`config.mk`:
```
export PLATFORM = sky130hd
export DESIGN_NAME = graph_reachability_bfs_unit
export DESIGN_NICKNAME = d
export VERILOG_FILES = /design/src/sv/gbfs_pkg.sv /design/src/sv/gbfs_dp.sv /design/src/sv/gbfs_ctrl.sv /design/src/sv/graph_reachability_bfs_unit.sv
export SDC_FILE = /design/constraint.sdc
export NUM_CORES = 1
export LEC_CHECK = 0
export BUFFER_PORTS_ARGS = -buffer_cell sky130_fd_sc_hd__buf_2
export CORE_MARGIN = 2
export CORE_UTILIZATION = 40
export CTS_BUF_LIST = sky130_fd_sc_hd__clkbuf_16
export DETAILED_ROUTE_END_ITERATION = 7
export GPL_TIMING_DRIVEN = 0
export SYNTH_ARGS = -nofsm -noshare
export SYNTH_HDL_FRONTEND = slang
export SYNTH_SLANG_ARGS = --single-unit
export TNS_END_PERCENT = 30
```
`constraint.sdc`:
```
create_clock -name clk -period 3.7 [get_ports clk]
set_input_delay 0.37 -clock clk [delete_from_list [all_inputs] [get_ports clk]]
set_output_delay 0.37 -clock clk [all_outputs]
set_load 0.01 [all_outputs]
```
`src/sv/gbfs_pkg.sv`:
```
// ----------------------------------------------------------------------------
// Graph reachability search package
// Shared constants and the command and status bundles that pass between the
// search controller and its datapath.
// ----------------------------------------------------------------------------
package gbfs_pkg;

	localparam int NODES_DEF = 16;
	localparam int FIELD_W   = 4;

	localparam logic FUNC_ADD   = 1'b0;
	localparam logic FUNC_QUERY = 1'b1;

	typedef struct packed {
		logic load;
		logic init;
		logic add_a;
		logic add_b;
		logic pop;
		logic fetch;
		logic row;
		logic drain;
		logic emit;
		logic emit_val;
	} gbfs_cmd_t;

	typedef struct packed {
		logic is_query;
		logic in_range;
		logic q_empty;
		logic hit;
		logic new_empty;
	} gbfs_sts_t;

endpackage

```
`src/sv/gbfs_dp.sv`:
```
// ----------------------------------------------------------------------------
// Graph reachability search datapath
// Holds the adjacency matrix with per-row valid bits, the visited mask, the
// node queue with its head and tail pointers, and the result register.
// ----------------------------------------------------------------------------
module gbfs_dp import gbfs_pkg::*; #(
	parameter int NODES = NODES_DEF
) (
	input  logic               clk,
	input  logic               arst_n,
	input  logic               func,
	input  logic [FIELD_W-1:0] node_a,
	input  logic [FIELD_W-1:0] node_b,
	input  gbfs_cmd_t          cmd_i,
	output gbfs_sts_t          sts_o,
	output logic               done,
	output logic               connected
);

	localparam int NW = $clog2(NODES);
	localparam int CW = $clog2(NODES + 1);
	localparam logic [NODES-1:0] ONE = NODES'(1);

	logic              func_q;
	logic [NW-1:0]     src_q;
	logic [NW-1:0]     dst_q;
	logic              rng_q;
	logic [CW-1:0]     head_q;
	logic [CW-1:0]     tail_q;
	logic [NODES-1:0]  visited_q;
	logic [NODES-1:0]  new_q;
	logic [NODES-1:0]  row_vld_q;
	logic [NODES-1:0]  adj_mem_q [NODES];
	logic [NODES-1:0]  adj_rd_q;
	logic              adj_rd_vld_q;
	logic [NW-1:0]     que_mem_q [NODES];
	logic [NW-1:0]     que_rd_q;
	logic              done_q;
	logic              connected_q;

	logic              adj_we;
	logic [NW-1:0]     adj_wr_row;
	logic [NW-1:0]     adj_wr_col;
	logic [NODES-1:0]  row_eff;
	logic [NODES-1:0]  new_low;
	logic [NW-1:0]     low_idx;
	logic              que_we;
	logic [NW-1:0]     que_wr_addr;
	logic [NW-1:0]     que_wr_data;

	assign adj_we     = cmd_i.add_a | cmd_i.add_b;
	assign adj_wr_row = cmd_i.add_a ? src_q : dst_q;
	assign adj_wr_col = cmd_i.add_a ? dst_q : src_q;
	assign row_eff    = adj_rd_vld_q ? adj_rd_q : '0;
	assign new_low    = new_q & (~new_q + ONE);

	always_comb begin
		low_idx = '0;
		for (int i = 0; i < NODES; i++) begin
			if (new_low[i]) begin
				low_idx = low_idx | NW'(i);
			end
		end
	end

	assign que_we      = cmd_i.init | (cmd_i.drain & (new_q != '0));
	assign que_wr_addr = cmd_i.init ? '0 : tail_q[NW-1:0];
	assign que_wr_data = cmd_i.init ? src_q : low_idx;

	always_ff @(posedge clk) begin
		if (cmd_i.load) begin
			func_q <= func;
			src_q  <= NW'(node_a);
			dst_q  <= NW'(node_b);
			rng_q  <= (32'(node_a) < NODES) && (32'(node_b) < NODES);
		end
	end

	always_ff @(posedge clk) begin
		if (adj_we) begin
			if (row_vld_q[adj_wr_row]) begin
				adj_mem_q[adj_wr_row][adj_wr_col] <= 1'b1;
			end else begin
				adj_mem_q[adj_wr_row] <= ONE << adj_wr_col;
			end
		end
		if (cmd_i.fetch) begin
			adj_rd_q <= adj_mem_q[que_rd_q];
		end
	end

	always_ff @(posedge clk) begin
		if (que_we) begin
			que_mem_q[que_wr_addr] <= que_wr_data;
		end
		if (cmd_i.pop) begin
			que_rd_q <= que_mem_q[head_q[NW-1:0]];
		end
	end

	always_ff @(posedge clk or negedge arst_n) begin
		if (!arst_n) begin
			row_vld_q    <= '0;
			adj_rd_vld_q <= 1'b0;
			head_q       <= '0;
			tail_q       <= '0;
			visited_q    <= '0;
			new_q        <= '0;
			done_q       <= 1'b0;
			connected_q  <= 1'b0;
		end else begin
			if (adj_we) begin
				row_vld_q[adj_wr_row] <= 1'b1;
			end
			if (cmd_i.fetch) begin
				adj_rd_vld_q <= row_vld_q[que_rd_q];
			end
			if (cmd_i.init) begin
				head_q    <= '0;
				tail_q    <= CW'(1);
				visited_q <= ONE << src_q;
			end
			if (cmd_i.pop) begin
				head_q <= head_q + CW'(1);
			end
			if (cmd_i.row) begin
				visited_q <= visited_q | row_eff;
				new_q     <= row_eff & ~visited_q;
			end
			if (cmd_i.drain && new_q != '0) begin
				tail_q <= tail_q + CW'(1);
				new_q  <= new_q & ~new_low;
			end
			if (cmd_i.emit) begin
				visited_q <= '0;
			end
			done_q      <= cmd_i.emit;
			connected_q <= cmd_i.emit ? cmd_i.emit_val : 1'b0;
		end
	end

	assign sts_o.is_query  = (func_q == FUNC_QUERY);
	assign sts_o.in_range  = rng_q;
	assign sts_o.q_empty   = (head_q == tail_q);
	assign sts_o.hit       = (que_rd_q == dst_q);
	assign sts_o.new_empty = (new_q == '0);

	assign done      = done_q;
	assign connected = connected_q;

	a_tail_bound: assert property (@(posedge clk) disable iff (!arst_n)
		32'(tail_q) <= NODES)
		else $error("Queue tail has passed the node count.");

	a_head_tail: assert property (@(posedge clk) disable iff (!arst_n)
		head_q <= tail_q)
		else $error("Queue head has overtaken the tail.");

	a_new_visited: assert property (@(posedge clk) disable iff (!arst_n)
		(new_q & ~visited_q) == '0)
		else $error("A pending neighbour is not marked as visited.");

	a_visited_clear: assert property (@(posedge clk) disable iff (!arst_n)
		cmd_i.emit |=> visited_q == '0)
		else $error("Visited mask not cleared after a query.");

endmodule

```
`src/sv/gbfs_ctrl.sv`:
```
// ----------------------------------------------------------------------------
// Graph reachability search controller
// One-hot state machine that sequences edge insertion and the breadth-first
// search over the datapath.
// ----------------------------------------------------------------------------
module gbfs_ctrl import gbfs_pkg::*; (
	input  logic      clk,
	input  logic      arst_n,
	input  logic      start,
	input  gbfs_sts_t sts_i,
	output gbfs_cmd_t cmd_o,
	output logic      busy
);

	typedef enum logic [7:0] {
		S_IDLE   = 8'b0000_0001,
		S_DECODE = 8'b0000_0010,
		S_ADD_A  = 8'b0000_0100,
		S_ADD_B  = 8'b0000_1000,
		S_POP    = 8'b0001_0000,
		S_FETCH  = 8'b0010_0000,
		S_ROW    = 8'b0100_0000,
		S_DRAIN  = 8'b1000_0000
	} gbfs_state_t;

	gbfs_state_t state_q;
	gbfs_state_t state_nxt;

	always_comb begin
		cmd_o     = '0;
		state_nxt = state_q;
		case (state_q)
			S_IDLE: begin
				if (start) begin
					cmd_o.load = 1'b1;
					state_nxt  = S_DECODE;
				end
			end
			S_DECODE: begin
				if (!sts_i.is_query) begin
					state_nxt = sts_i.in_range ? S_ADD_A : S_IDLE;
				end else if (!sts_i.in_range) begin
					cmd_o.emit     = 1'b1;
					cmd_o.emit_val = 1'b0;
					state_nxt      = S_IDLE;
				end else begin
					cmd_o.init = 1'b1;
					state_nxt  = S_POP;
				end
			end
			S_ADD_A: begin
				cmd_o.add_a = 1'b1;
				state_nxt   = S_ADD_B;
			end
			S_ADD_B: begin
				cmd_o.add_b = 1'b1;
				state_nxt   = S_IDLE;
			end
			S_POP: begin
				if (sts_i.q_empty) begin
					cmd_o.emit     = 1'b1;
					cmd_o.emit_val = 1'b0;
					state_nxt      = S_IDLE;
				end else begin
					cmd_o.pop = 1'b1;
					state_nxt = S_FETCH;
				end
			end
			S_FETCH: begin
				if (sts_i.hit) begin
					cmd_o.emit     = 1'b1;
					cmd_o.emit_val = 1'b1;
					state_nxt      = S_IDLE;
				end else begin
					cmd_o.fetch = 1'b1;
					state_nxt   = S_ROW;
				end
			end
			S_ROW: begin
				cmd_o.row = 1'b1;
				state_nxt = S_DRAIN;
			end
			S_DRAIN: begin
				if (sts_i.new_empty) begin
					state_nxt = S_POP;
				end else begin
					cmd_o.drain = 1'b1;
				end
			end
			default: begin
				state_nxt = S_IDLE;
			end
		endcase
	end

	always_ff @(posedge clk or negedge arst_n) begin
		if (!arst_n) begin
			state_q <= S_IDLE;
		end else begin
			state_q <= state_nxt;
		end
	end

	assign busy = (state_q != S_IDLE);

endmodule

```
`src/sv/graph_reachability_bfs_unit.sv`:
```
// ----------------------------------------------------------------------------
// Graph reachability unit
// Keeps an undirected graph as an adjacency bit matrix and answers whether
// one node can be reached from another by breadth-first search.
//
// A command is transferred on a rising edge where start is high and busy is
// low; func, node_a and node_b are sampled on that edge. An add command
// (func low) sets the edge in both directions if both nodes are in range
// and gives no result; it keeps busy high through decode and the two row
// writes. A query (func high) gives one result: done is high for exactly
// one cycle with connected valid beside it; the receiver cannot hold it off.
// A query decodes, then for every node taken from the queue reads the queue,
// reads the adjacency row and updates the masks, then appends each newly
// found neighbour to the queue, one per step, and closes the scan in a last
// step; the search ends when the node read from the queue is the target or
// the queue is empty. Done rises on the same edge at which busy falls. The
// search speed is set by the single read port of the adjacency and queue memories.
// Reset clears the graph, the visited mask and the controller; the queue
// contents are not cleared.
// ----------------------------------------------------------------------------
module graph_reachability_bfs_unit import gbfs_pkg::*; #(
	parameter int NODES = NODES_DEF
) (
	input  logic               clk,
	input  logic               arst_n,
	input  logic               start,
	output logic               busy,
	input  logic               func,
	input  logic [FIELD_W-1:0] node_a,
	input  logic [FIELD_W-1:0] node_b,
	output logic               done,
	output logic               connected
);

	gbfs_cmd_t cmd;
	gbfs_sts_t sts;

	gbfs_ctrl u_ctrl (
		.clk    (clk),
		.arst_n (arst_n),
		.start  (start),
		.sts_i  (sts),
		.cmd_o  (cmd),
		.busy   (busy)
	);

	gbfs_dp #(
		.NODES (NODES)
	) u_dp (
		.clk       (clk),
		.arst_n    (arst_n),
		.func      (func),
		.node_a    (node_a),
		.node_b    (node_b),
		.cmd_i     (cmd),
		.sts_o     (sts),
		.done      (done),
		.connected (connected)
	);

endmodule
```
==> results.yml <==
global_route:
  grt_max_degree: 58
  grt_pass1_wl_mm: 83.3
  first_global_vias: 13300
  grt_antenna_before_repair: 1
  grt_overflow: 0
  grt_use_total: 0.219
timing:
  final.setup.tns_ns: 0
  worst_pin_slew_ns: 1.28
  maxSlewHeadroom: 0.147
  finalHoldViolations: 0
  finalSetupViolations: 0
  finClkSkew_ns: 0.0603
  period_needed_ns: 3.64
  rsz0062_at_grt: "yes"
  max_clock_freq_mhz: 275
  post-route-period-util: 0.983
  setup_ws_ns: 0.0634
  slew_viol_final: 0
floorplanning:
  die_area_mm2: 0.0515
  start_util: 0.406
  pin_count: 15
  die_x_um: 227
  die_h_um: 227
  core_area_mm2: 0.0490
  rows: 81
yosys:
  yosysWarnings: 0
  synthArstFlopShare: 0.165
  synth_seq_cells: 418
  syn_nets: 1514
  synthFlopType: "edfxtp_1"
  ys_seq_area_frac: 0.614
  synth_edf_count: 349
  synthCells: 1500
  synth_cell_type_count: 64
  synth.cell_area_mm2: 0.0199
  avgSynthCellArea_um2: 13.3
run:
  maxCapViolCount: 0
setup_path:
  crit_buf_inv: 4
  worst_path_most_repeated_cell: "buf_8"
  path_cells: "nor4_4 -> and3_1 -> buf_4 -> buf_6 -> buf_8 -> buf_8 -> mux2i_1 -> nand3_1 -> a21oi_1 -> nor2_1"
  crit_required_ns: 3.96
  critPathTopFamily: "simple AND/OR/NAND/NOR gates"
  crit_type: "reg -> reg"
  end_kind: "flip-flop"
  critPathMaxStageDelay_ns: 0.97
  critPathMaxFanout: 16
  start_kind: "flip-flop"
  worst_path_max_delay_cell: "mux2i_1"
  cp_data_arrival_time_ns: 3.90
layout:
  drive_gt1_frac: 0.177
  finalNonFillerCells: 2271
  utilization: 0.456
  area_growth_pct: 12.3
  finalNetCount: 1587
  diodes: 0
placement:
  place_hpwl_mm: 38.5
  io_buffers: 14
  pre_cts_ws_ns: -0.124
  placedCellCount: 2180
  gp_congestion: 0.901
detailed_routing:
  dr.first_iter.drc_count: 1436
  wl_per_cell_um: 24.5
  antenna_left: 0
  vias: 13400
  dr.pass1.iters: 6
  vias_per_cell: 5.92
  routed_wl_mm: 55.7
  drc_errors: 0
clock_network:
  htree_levels: 2
  clock_latency_ns: 0.60
  clockBufferDepth: 3
  clk_pin_slew_ns: 0.06
  cts_tree: "yes"
  cts_sinks: 418
  cts_root_buf: "clkbuf_16"
  cts_buffers: 45
pwr:
  pwr_density_cell_mw_per_mm2: 534
  ir_worst_vdd_mv: 0.392
  fin_total_pwr_mw: 11.9
  power.leakage_nw: 8.24
status:
  status: "finished, final reports clean"
worst_hold_path:
  hp-class: "in -> reg"
where the power goes:
part	leakage [nW]	switching (mW)	internal [mW]
combinational	2.87	1.54	0.710
clock	0.736	1.87	2.35
sequential	4.63	0.151	5.31
flip-flops by register name, indices dropped and copies added (netlist names):
name	count
u_dp.adj_rd_vld_q	1
u_dp.connected	1
u_dp.done	1
u_dp.src_q	4
u_dp.new_q	16
u_ctrl.state_q	8
u_dp.head_q	5
u_dp.tail_q	5
u_dp.que_rd_q	4
u_dp.adj_rd_q	16
u_dp.func_q	1
u_dp.dst_q	4
u_dp.visited_q	16
u_dp.que_mem_q	64
u_dp.adj_mem_q	256
u_dp.row_vld_q	16
synthesized netlist by cell type (all sizes together), types with 3 or more instances:
| master | count | area [um^2] |
|---|---|---|
| edfxtp | 349 | 10500 |
| a21oi | 329 | 1750 |
| nor2 | 103 | 387 |
| mux4 | 93 | 2090 |
| nand2 | 84 | 315 |
| clkbuf | 70 | 263 |
| dfrtp | 68 | 1700 |
| buf | 65 | 520 |
| nand3 | 44 | 225 |
| mux2i | 40 | 400 |
| nor3 | 39 | 195 |
| nand2b | 31 | 194 |
| o21ai | 27 | 135 |
| nor4 | 13 | 103 |
| a31oi | 12 | 75.1 |
| o22ai | 12 | 75.1 |
| nor2b | 11 | 68.8 |
| a211oi | 9 | 67.6 |
| inv | 8 | 30.0 |
| or3 | 7 | 43.8 |
| xnor2 | 6 | 52.6 |
| a221oi | 5 | 43.8 |
| a22oi | 5 | 37.5 |
| nand4 | 5 | 43.8 |
| o211ai | 5 | 37.5 |
| and2 | 4 | 30.0 |
| and3 | 4 | 25.0 |
| mux2 | 4 | 45.0 |
| o22a | 4 | 45.1 |
| xor2 | 4 | 35.0 |
| a211o | 3 | 26.3 |
| a21boi | 3 | 22.5 |
| nand3b | 3 | 22.5 |
| o21ba | 3 | 30.0 |
| o21bai | 3 | 22.5 |
| o31ai | 3 | 22.5 |
| o32ai | 3 | 26.3 |
timing repair:
item                       4_1_cts  5_1_grt
hold buffers                    10        0
setup endpoints to repair       32      199
hold endpoints to repair        77        0
gates resized for setup          2       12
setup buffers                    0        0
cell usage in the layout, fill, tap and decap left out, types with 31 or more instances in the layout:
cell type	instances
mux2i_1	36
a21oi_1	302
nand2_1	84
nand3_1	43
edfxtp_1	349
dfrtp_1	68
nand2b_1	31
buf_2	39
mux4_2	93
nor2_1	93
nor3_1	39
clkbuf_16	45
clkbuf_1	70
final timing paths:
path / cells after the start / end / from / slack (ns)
min in group asynchronous: 2 / u_dp.row_vld_q[7] / arst_n / 0.17
worst min register to register: 1 / u_dp.new_q[15] / u_dp.visited_q[15] / 0.47
worst max-delay path: 10 / u_dp.adj_mem_q[11][15] / u_ctrl.state_q[1] / 0.06
max in group asynchronous: 3 / u_dp.visited_q[10] / arst_n / 2.91
worst max register to register: 10 / u_dp.adj_mem_q[11][15] / u_ctrl.state_q[1] / 0.06
worst min-delay path: 3 / u_ctrl.state_q[1] / start / 0.03
kinds of logic (layout without fill, tap and decap cells):
family	count (synthesis)	in the layout	synth area share
buffers and inverters	143	250	0.0409
AND/OR/NAND/NOR	357	357	0.0867
adder cells (fa/ha/maj)	2	2	0.00126
AO/OA/AOI/OAI	433	433	0.125
XOR/XNOR	10	10	0.00441
flip-flops	418	418	0.614
multiplexers	137	137	0.128
tightest hold or removal path: cells and delay by family:
kind	cells	cell delay [ns]
simple gates	1	0.05
buf+inv	2	0.17
stage by stage:
step	cell area (um^2)	hold WS, ns
floorplan	19900	0.0744
global placement	20800	0.454
detailed placement	20800	0.235
CTS	22300	0.00555
global route	22300	0.0303
finish	22300	0.0312
final cells by class:
| type | count | area [um^2] |
|---|---|---|
| plain buffers | 135 | 783 |
| clock inverters | 36 | 240 |
| fillers | 4410 | 26600 |
| inverters | 8 | 30.0 |
| clock buffers | 45 | 1130 |
| repair buffers | 26 | 211 |
| flip-flops and latches | 418 | 12200 |
| well taps | 664 | 831 |
| multi-input cells | 939 | 6900 |
routing by layer:
| layer | GRT usage | wire (um) | vias to the layer above |
|---|---|---|---|
| li1 | - | - | 5941 |
| met3 | 0.0328 | 3490 | 115 |
| met1 | 0.284 | 22500 | 6863 |
| met5 | 0 | 0 | - |
| met2 | 0.366 | 27200 | 529 |
| met4 | 0.101 | 2520 | 0 |
No activity file was read; power rests on OpenSTA's default activity.
